File: config.mk
export PLATFORM = sky130hd
export DESIGN_NAME = wcat_front_flat
export DESIGN_NICKNAME = d
export VERILOG_FILES = /design/src/hdl/wcat_pkg.sv /design/src/hdl/wcat_if.sv /design/src/hdl/wcat_front.sv /design/src/flat_wrapper.sv
export SDC_FILE = /design/constraint.sdc
export NUM_CORES = 1
export LEC_CHECK = 0
export CAP_MARGIN = 20
export CORE_MARGIN = 2
export CORE_UTILIZATION = 62
export CTS_CLUSTER_SIZE = 8
export DETAILED_ROUTE_END_ITERATION = 8
export DONT_BUFFER_PORTS = 1
export PLACE_DENSITY = 0.78
export SETUP_SLACK_MARGIN = 0.15
export SLEW_MARGIN = 20
export SYNTH_ARGS = -nofsm -noshare
export SYNTH_HDL_FRONTEND = slang
export SYNTH_SLANG_ARGS = --single-unit
File: constraint.sdc
create_clock -name clk -period 3.9 [get_ports clk]
set_input_delay 0 -clock clk [delete_from_list [all_inputs] [get_ports clk]]
set_output_delay 0 -clock clk [all_outputs]
set_load 0.005 [all_outputs]
File: src/hdl/wcat_pkg.sv
package wcat_pkg;

  localparam int TableEntries = 1024;
  localparam int IdxW = $clog2(TableEntries);
  localparam int SumW = 40;
  localparam logic [SumW-1:0] SumMax = {SumW{1'b1}};
  localparam int QDepth = 2;

  typedef enum logic [1:0] {
    CMD_SET = 2'd0,
    CMD_MIX = 2'd1,
    CMD_FIN = 2'd2,
    CMD_NOP = 2'd3
  } cmd_t;

  typedef struct packed {
    logic [1:0]  cmd;
    logic [9:0]  entry_index;
    logic [7:0]  red;
    logic [7:0]  green;
    logic [7:0]  blue;
    logic [7:0]  alpha;
    logic [15:0] weight;
  } in_item_t;

  typedef struct packed {
    logic [9:0] entry_out;
    logic [7:0] red_out;
    logic [7:0] green_out;
    logic [7:0] blue_out;
    logic [7:0] alpha_out;
    logic       used_default;
  } out_item_t;

  typedef struct packed {
    cmd_t            op;
    logic [IdxW-1:0] idx;
    logic [7:0]      red;
    logic [7:0]      green;
    logic [7:0]      blue;
    logic [7:0]      alpha;
    logic [15:0]     weight;
  } job_t;

  function automatic logic [SumW-1:0] sat_add(input logic [SumW-1:0] a,
                                              input logic [SumW-1:0] b);
    logic [SumW:0] s;
    s = {1'b0, a} + {1'b0, b};
    return s[SumW] ? SumMax : s[SumW-1:0];
  endfunction

endpackage

File: src/hdl/wcat_if.sv
interface wcat_in_if import wcat_pkg::*; ();
  logic     valid;
  logic     ready;
  in_item_t data;
  modport source (output valid, output data, input ready);
  modport sink (input valid, input data, output ready);
endinterface


File: src/hdl/wcat_front.sv
module wcat_front import wcat_pkg::*; (
  input  logic            clk,
  input  logic            rst,
  wcat_in_if.sink         in_ch,
  output logic            job_valid,
  output job_t            job,
  input  logic            job_pop
);

  job_t              q [QDepth];
  logic [0:0]        wr_ptr;
  logic [0:0]        rd_ptr;
  logic [1:0]        count;
  logic              keep;
  logic              push;
  logic [IdxW-1:0]   idx;

  assign idx = in_ch.data.entry_index[IdxW-1:0];
  assign keep = (in_ch.data.cmd != CMD_NOP) &&
                ({6'd0, in_ch.data.entry_index} < 16'(TableEntries));
  assign in_ch.ready = (count != 2'(QDepth));
  assign push = in_ch.valid && in_ch.ready && keep;
  assign job_valid = (count != 2'd0);
  assign job = q[rd_ptr];

  always_ff @(posedge clk) begin
    if (push) begin
      q[wr_ptr] <= '{op: cmd_t'(in_ch.data.cmd), idx: idx, red: in_ch.data.red,
                     green: in_ch.data.green, blue: in_ch.data.blue,
                     alpha: in_ch.data.alpha, weight: in_ch.data.weight};
    end
    if (rst) begin
      wr_ptr <= '0;
      rd_ptr <= '0;
      count  <= '0;
    end else begin
      if (push) wr_ptr <= wr_ptr + 1'b1;
      if (job_pop) rd_ptr <= rd_ptr + 1'b1;
      count <= count + {1'b0, push} - {1'b0, job_pop};
    end
  end

endmodule

File: src/flat_wrapper.sv
// flat-port wrapper written by rule: the top's interface ports become plain ports
module wcat_front_flat import wcat_pkg::*;
  (clk, rst, job_valid, job, job_pop, in_ch_valid, in_ch_data, in_ch_ready);
  wcat_in_if in_ch_i ();
  input  logic clk;
  input  logic rst;
  output logic job_valid;
  output job_t job;
  input  logic job_pop;
  input wire logic [$bits(in_ch_i.valid)-1:0] in_ch_valid;
  input wire logic [$bits(in_ch_i.data)-1:0] in_ch_data;
  output wire logic [$bits(in_ch_i.ready)-1:0] in_ch_ready;
  assign in_ch_i.valid = in_ch_valid;
  assign in_ch_i.data = in_ch_data;
  assign in_ch_ready = in_ch_i.ready;
  wcat_front u_core (.clk(clk), .rst(rst), .in_ch(in_ch_i), .job_valid(job_valid), .job(job), .job_pop(job_pop));
endmodule
* Word level (Yosys, flattened, before mapping) *
Memory sizes are Yosys's and may differ from the RTL's. A register that Yosys moved wholly into a read port is not among the register bits.
Cells that the tools add are included.

word-level totals
  flip-flop bits (word level) = 4
  bits in writable memories = 120
  bits of input ports = 64
  output and inout bits = 62
  memories kept = 1

memory list
  name      words  bits a word  rd ports  clocked after memory_dff  wr ports  line              source
  u_core.q  2      60           1         1                         1         wcat_front.sv:10  job_t q [QDepth];

operators by class
  add/subtract/negate cells = 4
  equal/unequal tests = 2
  muxes and demuxes = 4
  reductions and logical operators = 3

operators with widths
  operator               number
  $mux W1                4
  $ne A2 B2 Y1 const B   2
  $add A1 B1 Y1 const B  2
  $add A2 B1 Y2          1
  $logic_and A1 B1 Y1    2
  $reduce_bool A2 Y1     1
  $sub A2 B1 Y2          1

* Longest topological paths before layout *
Gate-level depths: netlist of the first run.

  depth after elaboration = 5
  mapped depth = 5
  gate-level depth less buffers = 5

* Worst setup path before layout of the first run *
OpenSTA, ideal clock, no wires.

  kind = register to register
  from = register u_core.count[1]
  to = memory u_core.q[0][0] in the netlist's numbering, enable pin
  arrival = 2,827 ps
  data required time = 3,431 ps
  setup slack = 605 ps
  cell stages (with the launch flop) = 3
  path buffers = 0
  clock period less this slack = 3,295 ps
  cell sequence = dfxtp_1 nor2b_4 nor3_2

between the ends
  longest elaborated chain between the ends = 5

ends and longest elaborated chain
  element                           line              source
  from (decl)                       wcat_front.sv:13  logic [1:0] count;
  from (signal assigned)            wcat_front.sv:39  count <= count + {1'b0, push} - {1'b0, job_pop};
  $ne A2 B2 Y1                      wcat_front.sv:21  assign in_ch.ready = (count != 2'(QDepth));
  $logic_and A1 B1 Y1 (2 in a row)  wcat_front.sv:22  assign push = in_ch.valid && in_ch.ready && keep;
  $mux W1                           wcat_front.sv:27  if (push) begin
  $mux W1 (implied by the code)     wcat_front.sv:28  q[wr_ptr] <= '{op: cmd_t'(in_ch.data.cmd), idx: idx, red: in_ch.data.red,
  to (decl)                         wcat_front.sv:10

No other way between the ends.

* Final worst setup path of the first run *
  from = register u_core.count[1]
  to = memory u_core.q[1][59] in the netlist's numbering, enable pin

between the ends
  longest elaborated chain between the ends = 5

ends and longest elaborated chain
  element                           line                source
  $ne A2 B2 Y1                      wcat_front.sv:21
  named net in_ch_ready             flat_wrapper.sv:12  output wire logic [$bits(in_ch_i.ready)-1:0] in_ch_ready;
  $logic_and A1 B1 Y1 (2 in a row)  wcat_front.sv:22
  $mux W1                           wcat_front.sv:27
  $mux W1 (implied by the code)     wcat_front.sv:28

The timed path passes the listed nets, and every way through them passes these cells.

==> out/results.ini, run 1 <==
[die]
initial_utilization_pct=63.7
floorplan.die.height_um=92.9
dieArea_um2=8630
core_region_area_um2=7690
die_width_um=92.9
io-pin-count=126
num_rows=32

[critical_path]
crit_fanout=35
crit_path_start=u_core.count[1]
startpoint_type=flip-flop
cp-end-kind=flip-flop
cp.required_ns=4.04
rr_startpoint=u_core.count[1]
crit_path_top_delay_cell=and3_2
critPathKind=flip-flop to flip-flop
timing.critical_path.slowest_cell_delay_ns=0.61
reg2reg_slack_ns=1.78
worst_ep_arrival_time_ns=2.26
worst_path_cell_chain=nor2b_4 > inv_2 > and3_2 > buf_4

[cts]
cts-root-to-sink-buffers=2
numCtsBuffers=17
cts_tree=yes
cts_setup_buffers=0
clock_tree.htree_level_count=4
clkLatencyLatePin_ns=0.49
cts.clk_slew.worst_paths_ns=0.05
clock-root-buffer=clkbuf_8
cts_num_sinks=125
post_cts.resized_instances=0
holdBufCountCts=65

[global_routing]
grt_pass1_wl_um=12700
groute.usage.overall_pct=20.4
grt-ovfl-total=0
pin_count_of_the_biggest_net_entering_global_routing=61
number_of_global_route_vias_before_repair=2367
initial_antenna_violation_count=0

[timing]
fin_crit_ns=2.12
setup_viol_count_final=0
relSlewSlack_pct=59.0
fmax_ghz=0.471
final_min_period_over_clock_period_pct=54.4
report.final.hold_viol_count=0
hold-worst-slack_ns=0.160
rsz_0062_raised_after_global_routing=no
timing_worst_slew_pin_value_ns=0.615
slew_viol_final=0
fin_skew_ns=0.0102
fin_setup_tns_ns=0

[power_and_ir_drop]
leakagePower_nw=2.22
power_per_cell_area_nw_per_um2=548
power_mw=3.36
max-vdd-ir-drop_v=0.000454

[placed_design]
dpl-instance-area_um2=4930
dp_hpwl_um=4860
placement.io_buffers=0
gpl.final_weighted_congestion=0.714

[routing]
final_wirelength_um=8310
vias=2181
detail_route.drc_violations=0
met2_length_um=4450
initialDrtViolationCount=170
postRouteAntennaNets=0
post_drt_wl_per_cell_um=20.4
topRoutingLayerUsed=met4
met3_wl_post_dr_um=567
detail_route.vias_per_cell=5.35
firstDrtPassIters=5
drt-met1-wl_um=3160

[synth]
yosysWarningCount=0
synth.avg_cell_area_um2=22.9
seq_area_frac_synth_pct=75.6
synthCells=214
post_synth_cell_types=25
post_synth_instance_area_um2=4900
syn-num-nets=279
ys_seq_elements=125

[min_path]
timing.hold.worst.class=input pin to flip-flop
hold_path.startpoint=in_ch_data[30]

[status]
status=finished, final reports clean

[cells_and_area]
net_count_of_the_finished_layout=360
finalInstanceArea_um2=6130
fraction_of_the_core_area_covered_by_cells_at_the_end_of_the_flow_pct=79.8
syn2layout_area_growth_pct=25.2
final_layout_size_suffix_gt1_share_pct=31.7
n_antenna_cell=0

[run]
maxCapViolCount=0

==> cells in the final DEF, fill, tap and decap left out, drive strengths merged, types with 2 or more instances in the layout <==
master	netlist	final
edfxtp	120	120
dlygate4sd3	0	65
mux2	60	60
clkbuf	0	20
clkinv	0	6
dfxtp	5	5
buf	7	4
inv	3	3
nor2	2	2
bufinv	0	2
clkinvlp	0	2
a21boi	2	2
==> power breakdown <==
part           leakage, nW  internal (mW)  switching (mW)  total [mW]
Combinational        0.822          0.196           0.165       0.361
Clock                0.251          0.888           0.490        1.38
Sequential            1.15           1.58          0.0397        1.62
==> registers in the layout (all words and copies together), names as in the netlist, named ones only <==
register / flops
u_core.wr_ptr: 1
u_core.count: 2
u_core.rd_ptr: 1
u_core.q: 120
==> through the flow <==
stage,setup slack [ns],cells
5_1_grt,1.63,408
2_1_floorplan,0.605,214
4_1_cts,1.77,407
6_report,1.78,408
3_5_place_dp,1.78,312
3_3_place_gp,1.94,312
==> synthesized netlist by cell type <==
library cell  count  share of area (%)
buf_6             1               0.23
xnor2_1           1               0.18
nor3b_2           1               0.26
a21boi_2          1               0.23
nor3_2            1               0.20
o21ba_2           1               0.20
xor2_1            1               0.18
a31oi_1           1               0.13
o21ai_0           1               0.10
nor2b_4           1               0.28
and3_1            1               0.13
a21boi_1          1               0.15
nand3_1           1               0.10
a21oi_1           1               0.10
or2_2             1               0.13
a21bo_2           1               0.20
edfxtp_1        120                 74
inv_1             2               0.15
mux2_4           60                 18
buf_12            6                2.5
nor2_1            2               0.15
ha_1              1               0.26
inv_2             1              0.077
nand4_1           1               0.13
dfxtp_1           5                2.0
==> path summary, 6_finish.rpt <==
check,end,cells after the start
min reg2reg,u_core.rd_ptr,2
min,u_core.q[0][30],1
max reg2reg,u_core.q[1][59],4
max,u_core.q[1][59],4
==> kinds of logic after synthesis <==
logic type | after synthesis | synth area share, %
muxes | 60 | 18.4
DFF | 125 | 75.6
and+or+nand+nor | 9 | 1.38
xor gates and xnor gates | 2 | 0.358
adders and majority gates | 1 | 0.255
buffers and inverters | 10 | 2.91
AOI/OAI and AO/OA | 7 | 1.12
==> critical path, delay by kind of cell, from the launching register on <==
family	cells	cell delay, ns
buf+inv	2	0.64
flops	1	0.33
simple gates	2	0.76
==> final cells by class <==
class	instances	area, um2
clock buffers	20	425
clock inverters	10	100
fillers	398	1550
inverters	3	11.3
multi-input cells	79	1060
flip-flops and latches	125	3710
well taps	102	128
repair buffers	69	701
==> routing by layer <==
metal,track usage (%),vias to the layer above
li1,-,1008
met1,23.7,1072
met2,35.0,90
met3,7.40,11
met4,7.11,0
met5,0,-
No activity file was read; power rests on OpenSTA's default activity.
==> run 2: changes to the inputs <==
==> constraint.sdc (replaced) <==
create_clock -name clk -period 2.2 [get_ports clk]
set_input_delay 0 -clock clk [delete_from_list [all_inputs] [get_ports clk]]
set_output_delay 0 -clock clk [all_outputs]
set_load 0.005 [all_outputs]
==> run 2 against run 1 <==
  * Global-route usage grew 0.49 points
  * Combinational power grew 74%
  * Routed wire length grew 2.9%
  * Sequential cell count is the same
  * Count of clock-buffer cells in the layout shrank 1
  * Cell count shrank 0.25%
  * Sequential share of layout area shrank 0.19 points
  * Critical endpoint is now job[49]
==> out/results.ini, run 2 (synthesized netlist as in run 1, its figures left out) <==
[cells_and_area]
fill_cells=394
net_count_of_the_finished_layout=358
finalInstanceArea_um2=6150
largest_register_ff_count=120
final_cell_mix=edfxtp_1 (120), dlygate4sd3_1 (64), mux2_4 (60), clkbuf_16 (16), clkinv_2 (5)
top_regs=u_core.q (120), u_core.count (2)
final_common_cell=edfxtp_1
final_layout_size_suffix_gt1_share_pct=33.8
syn2layout_area_growth_pct=25.6
final-seq-area_um2=3710
n_antenna_cell=0
max_flop_register=u_core.q
multiInputGateArea_um2=1060
fin_cells=407

[critical_path]
reg2reg_slack_ns=0.42
startpoint_type=flip-flop
critPathKind=flip-flop to output pin
worst_path_cell_chain=buf_12 > mux2_4
critical_path.top_delay_family=flip-flops
endpoint=job[49]
worst_ep_arrival_time_ns=1.87
cp-end-kind=output pin
timing.critical_path.buf_inv=1
regToRegEndpoint=u_core.count[0]
r2r_cells=6
worstSetupPathDepth=2
crit_path_top_delay_cell=dfxtp_4
crit_fanout=35
timing.critical_path.slowest_cell_delay_ns=0.68
rr_startpoint=u_core.count[0]
cp.required_ns=2.20

[min_path]
timing.hold.worst.class=input pin to flip-flop
hold_path.startpoint=in_ch_data[59]

[status]
status=finished, final reports clean

[routing]
drt-met1-wl_um=3320
postRouteAntennaNets=0
detail_route.vias_per_cell=5.46
topRoutingLayerUsed=met4
initialDrtViolationCount=95
final_wirelength_um=8550
post_drt_wl_per_cell_um=21.0
met2_length_um=4330
vias=2224
detail_route.drc_violations=0
firstDrtPassIters=4
met3_wl_post_dr_um=672

[die]
dieArea_um2=8630
io-pin-count=126
num_rows=32
core_region_area_um2=7690
floorplan.die.height_um=92.9
initial_utilization_pct=63.7
die_width_um=92.9

[timing]
slew_viol_final=0
setup_slack_ns=0.328
fin_crit_ns=1.87
fmax_ghz=0.534
rsz_0062_raised_after_global_routing=no
relSlewSlack_pct=65.5
setup_viol_count_final=0
fin_skew_ns=0.00755
report.final.hold_viol_count=0
final_min_period_over_clock_period_pct=85.1
timing_worst_slew_pin_value_ns=0.518

[cts]
cts-root-to-sink-buffers=2
cts.clk_slew.worst_paths_ns=0.06
clock_tree.htree_level_count=4
post_cts.resized_instances=0
clkLatencyLatePin_ns=0.49
cts_tree=yes
numCtsBuffers=17
cts_num_sinks=125
clock-root-buffer=clkbuf_8

[placed_design]
gpl.final_weighted_congestion=0.723
dp_cells=312
placement.io_buffers=0
dp_hpwl_um=4700
pre_cts_setup_slack_ns=0.742
dpl-instance-area_um2=4970

[global_routing]
grt_pass1_wl_um=12900
number_of_global_route_vias_before_repair=2457
pin_count_of_the_biggest_net_entering_global_routing=62
initial_antenna_violation_count=0
groute.usage.overall_pct=20.9
grt-ovfl-total=0

[power_and_ir_drop]
power_per_cell_area_nw_per_um2=982
leakagePower_nw=2.22
max-vdd-ir-drop_v=0.000698

[run]
maxCapViolCount=0

==> run 2: report_power, final <==
group,switching (mW),total [mW],leakage (nW),internal (mW)
registers,0.0802,2.89,1.15,2.81
clock network,0.934,2.53,0.259,1.59
logic,0.283,0.629,0.815,0.346
total,1.30,6.04,2.22,4.75
==> run 2: worst register-to-register path, stage by stage, from the launching register on <==
cell,delay [ns]
dfxtp_1,0.39
inv_1,0.06
ha_1,0.30
inv_1,0.14
o21ai_0,0.14
a21oi_1,0.15
dlygate4sd3_1,0.56
==> run 2: per-layer routing <==
metal | vias up | GRT usage, %
met1 | 1089 | 23.8
met4 | 0 | 11.4
met5 | - | 0
met2 | 109 | 33.9
met3 | 21 | 8.22
li1 | 1005 | -
==> run 2: area by class of cell <==
cell class	instances	area share (%)
flip-flops and latches	125	60.3
multi-input cells	79	17.2
repair buffers	67	11.4
clock buffers	19	6.85
well taps	102	2.07
clock inverters	12	2.01
inverters	3	0.183
==> run 2: worst min-delay path by stage <==
stage	end	slack, ns	cells past startpoint
after floorplan	u_core.count[1]	0.06	1
after global placement	u_core.count[1]	0.06	1
after CTS	u_core.q[0][57]	0.12	3
after global routing	u_core.q[0][59]	0.12	3
final	u_core.q[0][59]	0.14	3
after detailed placement	flip-flop	0.07	1
==> run 2: what timing repair did <==
item	4_1_cts	5_1_grt
setup buffers	0	0
hold buffers	64	0
hold endpoints to repair	125	0
==> run 2: per-stage QoR <==
stage / setup TNS [ns] / hold WS (ns) / power [mW] / util (%)
6_report: 0 / 0.137 / 6.04 / 80.1
3_3_place_gp: 0 / 0.0629 / 3.41 / 64.6
4_1_cts: 0 / 0.124 / 6.05 / 80.1
3_5_place_dp: 0 / 0.0731 / 3.45 / 64.6
2_1_floorplan: -6.66 / 0.0621 / 3.37 / -
5_1_grt: 0 / 0.120 / 6.25 / 80.1
